<file path="src/design/bafs_pkg.sv">
`timescale 1ns / 1ps
// ============================================================================
// bafs_pkg
// Shared types, constants and helpers of the bracket aware field splitter.
// ============================================================================
package bafs_pkg;

    localparam int STACK_DEPTH   = 32;
    localparam int POSITION_BITS = 16;
    localparam int LEVEL_BITS    = $clog2(STACK_DEPTH + 1);
    localparam int INDEX_BITS    = $clog2(STACK_DEPTH);

    localparam logic [POSITION_BITS-1:0] POS_MAX = {POSITION_BITS{1'b1}};

    localparam logic [7:0] DELIM_RESET  = 8'd44;
    localparam logic [7:0] CHAR_LROUND  = 8'h28;
    localparam logic [7:0] CHAR_RROUND  = 8'h29;
    localparam logic [7:0] CHAR_LCURLY  = 8'h7b;
    localparam logic [7:0] CHAR_RCURLY  = 8'h7d;
    localparam logic [7:0] CHAR_LSQUARE = 8'h5b;
    localparam logic [7:0] CHAR_RSQUARE = 8'h5d;

    typedef enum logic [1:0] {
        KIND_NONE   = 2'd0,
        KIND_ROUND  = 2'd1,
        KIND_CURLY  = 2'd2,
        KIND_SQUARE = 2'd3
    } kind_t;

    typedef struct packed {
        logic [7:0] character;
        logic       end_of_string;
    } in_item_t;

    typedef struct packed {
        logic [15:0] token_offset;
        logic [15:0] token_length;
        logic        token_is_final;
        logic        overflow;
    } out_item_t;

    function automatic kind_t opener_kind(input logic [7:0] c);
        kind_t k;
        case (c)
            CHAR_LROUND:  k = KIND_ROUND;
            CHAR_LCURLY:  k = KIND_CURLY;
            CHAR_LSQUARE: k = KIND_SQUARE;
            default:      k = KIND_NONE;
        endcase
        return k;
    endfunction

    function automatic kind_t closer_kind(input logic [7:0] c);
        kind_t k;
        case (c)
            CHAR_RROUND:  k = KIND_ROUND;
            CHAR_RCURLY:  k = KIND_CURLY;
            CHAR_RSQUARE: k = KIND_SQUARE;
            default:      k = KIND_NONE;
        endcase
        return k;
    endfunction

endpackage

</file>
<file path="src/design/bafs_if.sv">
`timescale 1ns / 1ps
// ============================================================================
// bafs_in_if / bafs_out_if
// Valid/ready request channels for characters in and tokens out.
// ============================================================================
interface bafs_in_if;
    logic               valid;
    logic               ready;
    bafs_pkg::in_item_t data;

    modport source  (output valid, output data, input ready);
    modport sink    (input valid, input data, output ready);
    modport monitor (input valid, input data, input ready);
endinterface

interface bafs_out_if;
    logic                valid;
    logic                ready;
    bafs_pkg::out_item_t data;

    modport source  (output valid, output data, input ready);
    modport sink    (input valid, input data, output ready);
    modport monitor (input valid, input data, input ready);
endinterface

</file>
<file path="src/design/bracket_aware_field_splitter.sv">
`timescale 1ns / 1ps
// ============================================================================
// bracket_aware_field_splitter
// Splits a byte string at a delimiter that stands outside any open bracket.
// ============================================================================
// One character request is taken per cycle while ready. Each character is
// decoded combinationally against the bracket stack top, the level and the
// positions, and any token goes into a one-entry output register. The input
// is ready whenever that register is empty or is being drained in the same
// cycle, so with a ready sink the block runs at one byte per clock and a
// token leaves in the cycle after the byte that ends it. The delimiter
// register is written with delimiter_we and resets to a comma. The stack
// holds STACK_DEPTH brackets; nesting deeper or strings longer than the
// position range set a sticky overflow flag that only reset clears.
module bracket_aware_field_splitter (
    input  logic                clk,
    input  logic                rst_n,
    bafs_in_if.sink             in_ch,
    bafs_out_if.source          out_ch,
    input  logic                delimiter_we,
    input  logic [7:0]          delimiter_data
);
    import bafs_pkg::*;

    logic [7:0]               delim_reg;
    kind_t                    stack_reg [STACK_DEPTH];
    logic [LEVEL_BITS-1:0]    level_reg, level_next;
    logic [POSITION_BITS-1:0] pos_reg, pos_next;
    logic [POSITION_BITS-1:0] start_reg, start_next;
    logic                     ovf_reg, ovf_next;
    logic                     out_valid_reg;
    out_item_t                out_data_reg;

    logic                     accept;
    logic                     sat, last;
    logic [POSITION_BITS-1:0] next_pos, tok_len;
    kind_t                    ok, ck, top;
    logic                     is_open, full, push, pop, split, final_emit, emit;
    logic [INDEX_BITS-1:0]    top_index, push_index;
    logic [LEVEL_BITS-1:0]    level_dec;

    assign in_ch.ready  = !out_valid_reg || out_ch.ready;
    assign accept       = in_ch.valid && in_ch.ready;
    assign out_ch.valid = out_valid_reg;
    assign out_ch.data  = out_data_reg;

    always_comb
    begin
        last       = in_ch.data.end_of_string;
        sat        = (pos_reg == POS_MAX);
        next_pos   = sat ? pos_reg : pos_reg + 1'b1;
        ok         = opener_kind(in_ch.data.character);
        ck         = closer_kind(in_ch.data.character);
        level_dec  = level_reg - 1'b1;
        top_index  = level_dec[INDEX_BITS-1:0];
        push_index = level_reg[INDEX_BITS-1:0];
        top        = stack_reg[top_index];
        is_open    = (ok != KIND_NONE);
        full       = (level_reg == LEVEL_BITS'(STACK_DEPTH));
        push       = is_open && !full;
        pop        = !is_open && (ck != KIND_NONE) && (level_reg != '0) && (top == ck);
        split      = !is_open && !pop && (in_ch.data.character == delim_reg)
                     && (level_reg == '0);
        final_emit = !split && last && (next_pos > start_reg);
        emit       = split || final_emit;

        if (split)
        begin
            tok_len = (pos_reg >= start_reg) ? pos_reg - start_reg : '0;
        end
        else
        begin
            tok_len = next_pos - start_reg;
        end

        ovf_next = ovf_reg || sat || (is_open && full);

        if (last)
        begin
            level_next = '0;
            pos_next   = '0;
            start_next = '0;
        end
        else
        begin
            pos_next   = next_pos;
            start_next = split ? next_pos : start_reg;
            if (push)
            begin
                level_next = level_reg + 1'b1;
            end
            else if (pop)
            begin
                level_next = level_dec;
            end
            else
            begin
                level_next = level_reg;
            end
        end
    end

    always_ff @(posedge clk or negedge rst_n)
    begin
        if (!rst_n)
        begin
            delim_reg     <= DELIM_RESET;
            level_reg     <= '0;
            pos_reg       <= '0;
            start_reg     <= '0;
            ovf_reg       <= 1'b0;
            out_valid_reg <= 1'b0;
        end
        else
        begin
            if (delimiter_we)
            begin
                delim_reg <= delimiter_data;
            end
            if (accept)
            begin
                level_reg     <= level_next;
                pos_reg       <= pos_next;
                start_reg     <= start_next;
                ovf_reg       <= ovf_next;
                out_valid_reg <= emit;
            end
            else if (out_ch.ready)
            begin
                out_valid_reg <= 1'b0;
            end
        end
    end

    // stack entries and token payload carry no reset
    always_ff @(posedge clk)
    begin
        if (accept && push)
        begin
            stack_reg[push_index] <= ok;
        end
        if (accept && emit)
        begin
            out_data_reg.token_offset   <= 16'(start_reg);
            out_data_reg.token_length   <= 16'(tok_len);
            out_data_reg.token_is_final <= last;
            out_data_reg.overflow       <= ovf_next;
        end
    end

endmodule

</file>
<file path="src/flat_wrapper.sv">
// flat-port wrapper written by rule: the top's interface ports become plain ports
module bracket_aware_field_splitter_flat import bafs_pkg::*;
  (clk, rst_n, delimiter_we, delimiter_data, in_ch_valid, in_ch_data, in_ch_ready, out_ch_valid, out_ch_data, out_ch_ready);
  bafs_in_if in_ch_i ();
  bafs_out_if out_ch_i ();
  input  logic clk;
  input  logic rst_n;
  input  logic delimiter_we;
  input  logic [7:0] delimiter_data;
  input wire logic [$bits(in_ch_i.valid)-1:0] in_ch_valid;
  input wire logic [$bits(in_ch_i.data)-1:0] in_ch_data;
  output wire logic [$bits(in_ch_i.ready)-1:0] in_ch_ready;
  output wire logic [$bits(out_ch_i.valid)-1:0] out_ch_valid;
  output wire logic [$bits(out_ch_i.data)-1:0] out_ch_data;
  input wire logic [$bits(out_ch_i.ready)-1:0] out_ch_ready;
  assign in_ch_i.valid = in_ch_valid;
  assign in_ch_i.data = in_ch_data;
  assign in_ch_ready = in_ch_i.ready;
  assign out_ch_valid = out_ch_i.valid;
  assign out_ch_data = out_ch_i.data;
  assign out_ch_i.ready = out_ch_ready;
  bracket_aware_field_splitter u_core (.clk(clk), .rst_n(rst_n), .in_ch(in_ch_i), .out_ch(out_ch_i), .delimiter_we(delimiter_we), .delimiter_data(delimiter_data));
endmodule
</file>
<file path="config.mk">
export PLATFORM = sky130hd
export DESIGN_NAME = bracket_aware_field_splitter_flat
export DESIGN_NICKNAME = d
export VERILOG_FILES = /design/src/design/bafs_pkg.sv /design/src/design/bafs_if.sv /design/src/design/bracket_aware_field_splitter.sv /design/src/flat_wrapper.sv
export SDC_FILE = /design/constraint.sdc
export NUM_CORES = 1
export LEC_CHECK = 0
export BUFFER_PORTS_ARGS = -buffer_cell sky130_fd_sc_hd__buf_2
export CORE_MARGIN = 2
export CORE_UTILIZATION = 60
export CTS_BUF_LIST = sky130_fd_sc_hd__clkbuf_16
export DETAILED_ROUTE_END_ITERATION = 16
export HOLD_SLACK_MARGIN = 0.08
export PLACE_DENSITY = 0.79
export SLEW_MARGIN = 5
export SYNTH_ARGS = -nofsm -noshare
export SYNTH_HDL_FRONTEND = slang
export SYNTH_SLANG_ARGS = --single-unit
</file>
<file path="constraint.sdc">
create_clock -name clk -period 6.5 [get_ports clk]
set_clock_uncertainty 0.1 [all_clocks]
set_input_delay 0.325 -clock clk [delete_from_list [all_inputs] [get_ports clk]]
set_output_delay 0.325 -clock clk [all_outputs]
set_load 0.01 [all_outputs]
</file>
======== After elaboration in Yosys (flattened, before gate mapping) ========
Memory sizes are Yosys's and may differ from the RTL's.
Cells that the tools add are included.
word-level totals
  register bits ........................... 82
  bits in writable memories ............... 64
  input bits .............................. 22
  memories ................................ 1
cells by class
  add/sub/neg operators ................... 5
  $lt $le $gt $ge ......................... 2
  equality and inequality tests ........... 10
  multiplexer cells ....................... 15
  reductions and logical operators ........ 31
memories
  memory            depth  bits a word  read ports  clocked after memory_dff  wr ports  RTL line                            RTL
  u_core.stack_reg  32     2            1           0                         1         bracket_aware_field_splitter.sv:26  kind_t stack_reg [STACK_DEPTH];
operators by type and width
  kind                                                                   count
  16-bit 2-to-1 mux                                                      6
  8-bit by 7-bit equality test with 1-bit output, second input constant  4
  16-bit subtractor                                                      2
  6-bit 2-to-1 mux                                                       3
  16-bit by 1-bit adder with 16-bit output, second input constant        1
  16-bit equality test, second input constant                            1
  8-bit by 6-bit equality test with 1-bit output, second input constant  2
  16-bit >= comparator                                                   1
  16-bit greater-than comparator                                         1
  1-bit logical AND                                                      13
  2-bit case mux with 3 select lines                                     2
  8-bit equality test                                                    1
  2-bit nonzero test                                                     4
  6-bit by 1-bit adder with 6-bit output, second input constant          1
  6-bit equality test, second input constant                             1
  6-bit logical NOT                                                      1
  6-bit nonzero test                                                     1
  6-bit by 1-bit subtractor with 6-bit output, second input constant     1
  1-bit logical NOT                                                      5
  1-bit logical OR                                                       4
  1-bit 2-to-1 mux                                                       4
  2-bit AND reduction                                                    2
  3-bit nonzero test                                                     1
  2-bit equality test                                                    1

======== Longest topological paths before layout ========
  word-level depth ........................ 16
  depth in mapped cells ................... 18

======== Least setup slack after synthesis ========
Ideal clock, no wire load.
  path kind ............................... register -> register
  from .................................... reg u_core.pos_reg[7]
  to ...................................... reg u_core.out_data_reg (netlist bit u_core.out_ch.data[0]) (enable)
  library setup time ...................... 425 ps
  data arrival time ....................... 4764 ps
  data required time ...................... 5975 ps
  path slack .............................. 1211 ps
  stages on the path, launching flop included .. 18
  path buffers ............................ 1
  clock period less this slack ............ 5289 ps
  cells stage by stage .................... dfrtp_1 > clkbuf_1 > and4_1 > and3_1 > nand3_1 > nor2_1 > xnor2_1 > ha_1 > fa_1 > nor2b_1 > o21ai_0 > a21boi_0 > o21ai_0 > a21oi_1 > a221o_1 > a21o_1 > a21oi_1 > nor2_1
on the way
  word-level cells in the longest chain between the ends .. 6
ends and longest elaborated chain
  element                                                                           RTL line                                                                RTL
  from (decl)                                                                       bracket_aware_field_splitter.sv:28                                      logic [POSITION_BITS-1:0] pos_reg, pos_next;
  from (signal assigned)                                                            bracket_aware_field_splitter.sv:123                                     pos_reg <= pos_next;
  16-bit by 1-bit adder with 16-bit output or 16-bit equality test (tied branches)  bracket_aware_field_splitter.sv:51, bracket_aware_field_splitter.sv:50
  16-bit 2-to-1 mux *                                                               bracket_aware_field_splitter.sv:51                                      next_pos = sat ? pos_reg : pos_reg + 1'b1;
  16-bit greater-than comparator *                                                  bracket_aware_field_splitter.sv:64                                      final_emit = !split && last && (next_pos > start_reg);
  1-bit logical AND *                                                               bracket_aware_field_splitter.sv:64
  1-bit logical OR *                                                                bracket_aware_field_splitter.sv:65                                      emit = split || final_emit;
  1-bit logical AND *                                                               bracket_aware_field_splitter.sv:142                                     if (accept && emit)
  to (decl)                                                                         bracket_aware_field_splitter.sv:32                                      out_item_t out_data_reg;
Every way passes the cells marked *; elsewhere a longest branch is shown, timed or not.
A chain may end at the register's enable or synchronous reset.

======== Final worst setup path ========
  from .................................... reg u_core.pos_reg[1]
  to ...................................... reg u_core.out_data_reg (netlist bit u_core.out_ch.data[19]) (enable)
Same word-level chain as after synthesis.

==> impl_metrics.csv <==
group,metric,value,unit
logic_synthesis,yosys.area.top_type,"edfxtp_1",
final_layout,postLayoutCellArea,9060,um2
floorplanning,start_util,60.9,%
placed_design,dp_slack,1.73,ns
grt,grt_max_degree,49,
sta,totalNegativeSetupSlack,0,ns
routing,drtPass1Iterations,5,
clocking,cts.clk_slew.worst_paths,0.06,ns
clocking,cts_setup_buffers,0,
floorplanning,floorplan.die.height,119,um
setup_path,cpMaxStageDelayCell,"nor2_1",
logic_synthesis,synth_top_cell_area_share,36.9,%
logic_synthesis,ys_seq_area_share,52.0,%
setup_path,required,6.48,ns
placed_design,dpl.hpwl,12400,um
final_layout,final_net_count,815,
power_and_ir_drop,leakagePower,3.55,nW
logic_synthesis,yosysMostFrequentCell,"edfxtp_1",
setup_path,r2r-end,"u_core.out_ch.data[19]$_DFFE_PP_",
run,drv_cap,0,
grt,grt_use_total,26.5,%
final_layout,drive_above_1_share,17.8,%
routing,drt_iter0_markers,394,
logic_synthesis,yosysWarningCount,0,
clocking,cts.sinks,146,
clocking,cts-resized-gates,0,
setup_path,reg2reg_slack,1.69,ns
logic_synthesis,yosys-top-cells-count,"edfxtp_1, nor2_1, nand2_1",
sta,hold_slack,0.177,ns
sta,finalCritPeriodShare,74.0,%
logic_synthesis,ys.flop_type,"edfxtp_1",
floorplanning,core_area,13100,um2
sta,rsz0062_at_grt,"no",
setup_path,startpoint,"u_core.pos_reg[1]$_DFFE_PN0P_",
outcome,status,"complete, no violations",
grt,grt_overflow,0,
setup_path,endpoint_kind,"flip-flop",
final_layout,syn2layout_area_growth,13.7,%
sta,setup_slack,1.69,ns
min_path,hold_class,"in2reg",
clocking,ctsHoldBuffers,9,
final_layout,stdcell_count,942,
final_layout,multi_input_area,3560,um2
sta,max_freq,208,MHz
logic_synthesis,synthCells,689,
final_layout,seq_area,4150,um2
setup_path,slowest_delay,0.47,ns
floorplanning,placement_rows,42,
final_layout,num_antenna_cells,0,
grt,grt_pass1_wl,29000,um
logic_synthesis,synth_cell_types,62,
sta,worst_pin_slew,1.24,ns
logic_synthesis,syn_nets,751,
floorplanning,num_io_pins,58,
clocking,cts-root-buf,"clkbuf_16",
setup_path,reg2reg_from,"u_core.pos_reg[1]$_DFFE_PN0P_",
sta,slew-limit-headroom,16.7,%
routing,wire_per_inst,18.7,um
setup_path,path_cells,"ha_1 -> nand2_1 -> nor2_1 -> nand3_1 -> nor2_1 -> xnor2_1 -> ha_1 -> fa_1 -> nor2b_1 -> o21ai_0 -> a21boi_0 -> o21ai_0 -> a21oi_1 -> a221o_1 -> a21o_1 -> a21oi_1 -> nor2_2 -> buf_4",
min_path,hold_depth,3,
final_layout,fin_util,69.3,%
routing,avgViaCountPerCell,6.08,
routing,drc,0,
grt,grt_pass1_vias,5969,
logic_synthesis,synth_seq_cells,146,
grt,antenna_found_initial,0,
placed_design,placed_area,8410,um2
placed_design,portBuffers,57,
power_and_ir_drop,power.density,389,nW/um2
placed_design,gp_congestion,0.953,
logic_synthesis,synthTopCellsByArea,"edfxtp_1, dfrtp_1, ha_1",
logic_synthesis,synth_area,7970,um2
routing,vias,5732,
clocking,cts_tree,"built",
final_layout,fillerInstances,927,
setup_path,start_kind,"flip-flop",
routing,wirelength,17600,um
setup_path,path_class,"reg2reg",
setup_path,worstPathMaxFanout,34,
sta,hold_viol,0,
sta,maxSlewViolCount,0,
setup_path,rr_worst_depth,18,
power_and_ir_drop,p_total,3.52,mW
routing,drt.antenna.violating_nets,0,
logic_synthesis,synth_edf_count,98,
setup_path,crit_arrival,4.79,ns
logic_synthesis,async_reset_ff_share,32.9,%
clocking,clock_latency,0.43,ns
placed_design,placedCellCount,901,
power_and_ir_drop,vdd_ir_drop_max,0.292,mV
setup_path,endpoint,"u_core.out_ch.data[19]$_DFFE_PP_",
sta,setup_violations,0,
logic_synthesis,syn_area_per_cell,11.6,um2
floorplanning,die-area,14200,um2
clocking,clockBufferDepth,2,
floorplanning,die_x,119,um
clocking,h-tree-depth,4,
sta,period_needed,4.81,ns
final_layout,largest_reg_flops,64,
clocking,cts_buffers,17,
[power by group]
part           switching (mW)  internal (mW)  total, mW
logic                   0.742          0.632       1.37
clock network           0.390          0.529      0.919
registers              0.0925           1.14       1.23
total                    1.22           2.30       3.52
[logic make-up after synthesis]
logic type | after synthesis | synth area share (%)
xor gates and xnor gates | 48 | 5.37
AOI/OAI and AO/OA | 135 | 11.1
adders and majority gates | 40 | 6.47
and+or+nand+nor | 212 | 13.2
muxes | 41 | 8.44
DFF | 146 | 52.0
buffers and inverters | 67 | 3.41
[layer usage]
layer	share of wire (%)	track usage (%)	vias up
met5	0	0	-
met4	3.7	13.5	0
met3	4.8	5.94	43
met2	51	45.8	198
met1	40	30.9	2802
li1	-	-	2689
[how the worst min path moves through the flow]
| stage | to | slack (ns) | start |
|---|---|---|---|
| finish | u_core.out_ch.valid$_DFFE_PN0P_ | 0.18 | in_ch_valid |
| global route | u_core.out_ch.valid$_DFFE_PN0P_ | 0.19 | in_ch_valid |
| CTS | u_core.out_ch.valid$_DFFE_PN0P_ | 0.16 | in_ch_valid |
| detailed placement | u_core.out_ch.data[23]$_DFFE_PP_ | 0.36 | u_core.start_reg[5]$_DFFE_PN0P_ |
| global placement | u_core.out_ch.data[27]$_DFFE_PP_ | 0.36 | u_core.start_reg[9]$_DFFE_PN0P_ |
| floorplan | u_core.delim_reg[0]$_DFFE_PN0P_ | -0.07 | rst_n |
[layout by cell type (no fill, tap or decap), types with 7 or more instances in the layout]
cell           instances
a21o_1                15
a21oi_1               24
a32o_1                 7
buf_2                 57
buf_4                  7
clkbuf_16             17
dfrtp_1               45
dlygate4sd3_1          9
edfxtp_1              98
ha_1                  38
inv_1                 41
mux2_2                10
mux2i_1               11
mux4_2                20
nand2_1               54
nand3_1               19
nor2_1                56
nor2b_1                9
nor3_1                12
nor4_1                11
o21ai_0               36
o22ai_1               15
or3_1                  7
xnor2_1               19
xor2_1                28
[layout make-up]
class	count	area share [%]
sequential	146	45.8
tap	176	2.43
clock buffer	17	4.69
inverter	39	1.61
multi-input combinational	476	39.3
timing repair buffer	73	4.72
clock inverter	15	1.49
[critical path: cells and delay by family, from the launching register on]
kind | cells | cell delay (ns)
buf+inv | 1 | 0.39
fa+ha+maj | 3 | 0.87
simple gates | 6 | 1.13
compound gates | 7 | 1.31
xor+xnor | 1 | 0.16
flops | 1 | 0.46
No activity file was read; power rests on OpenSTA's default activity.
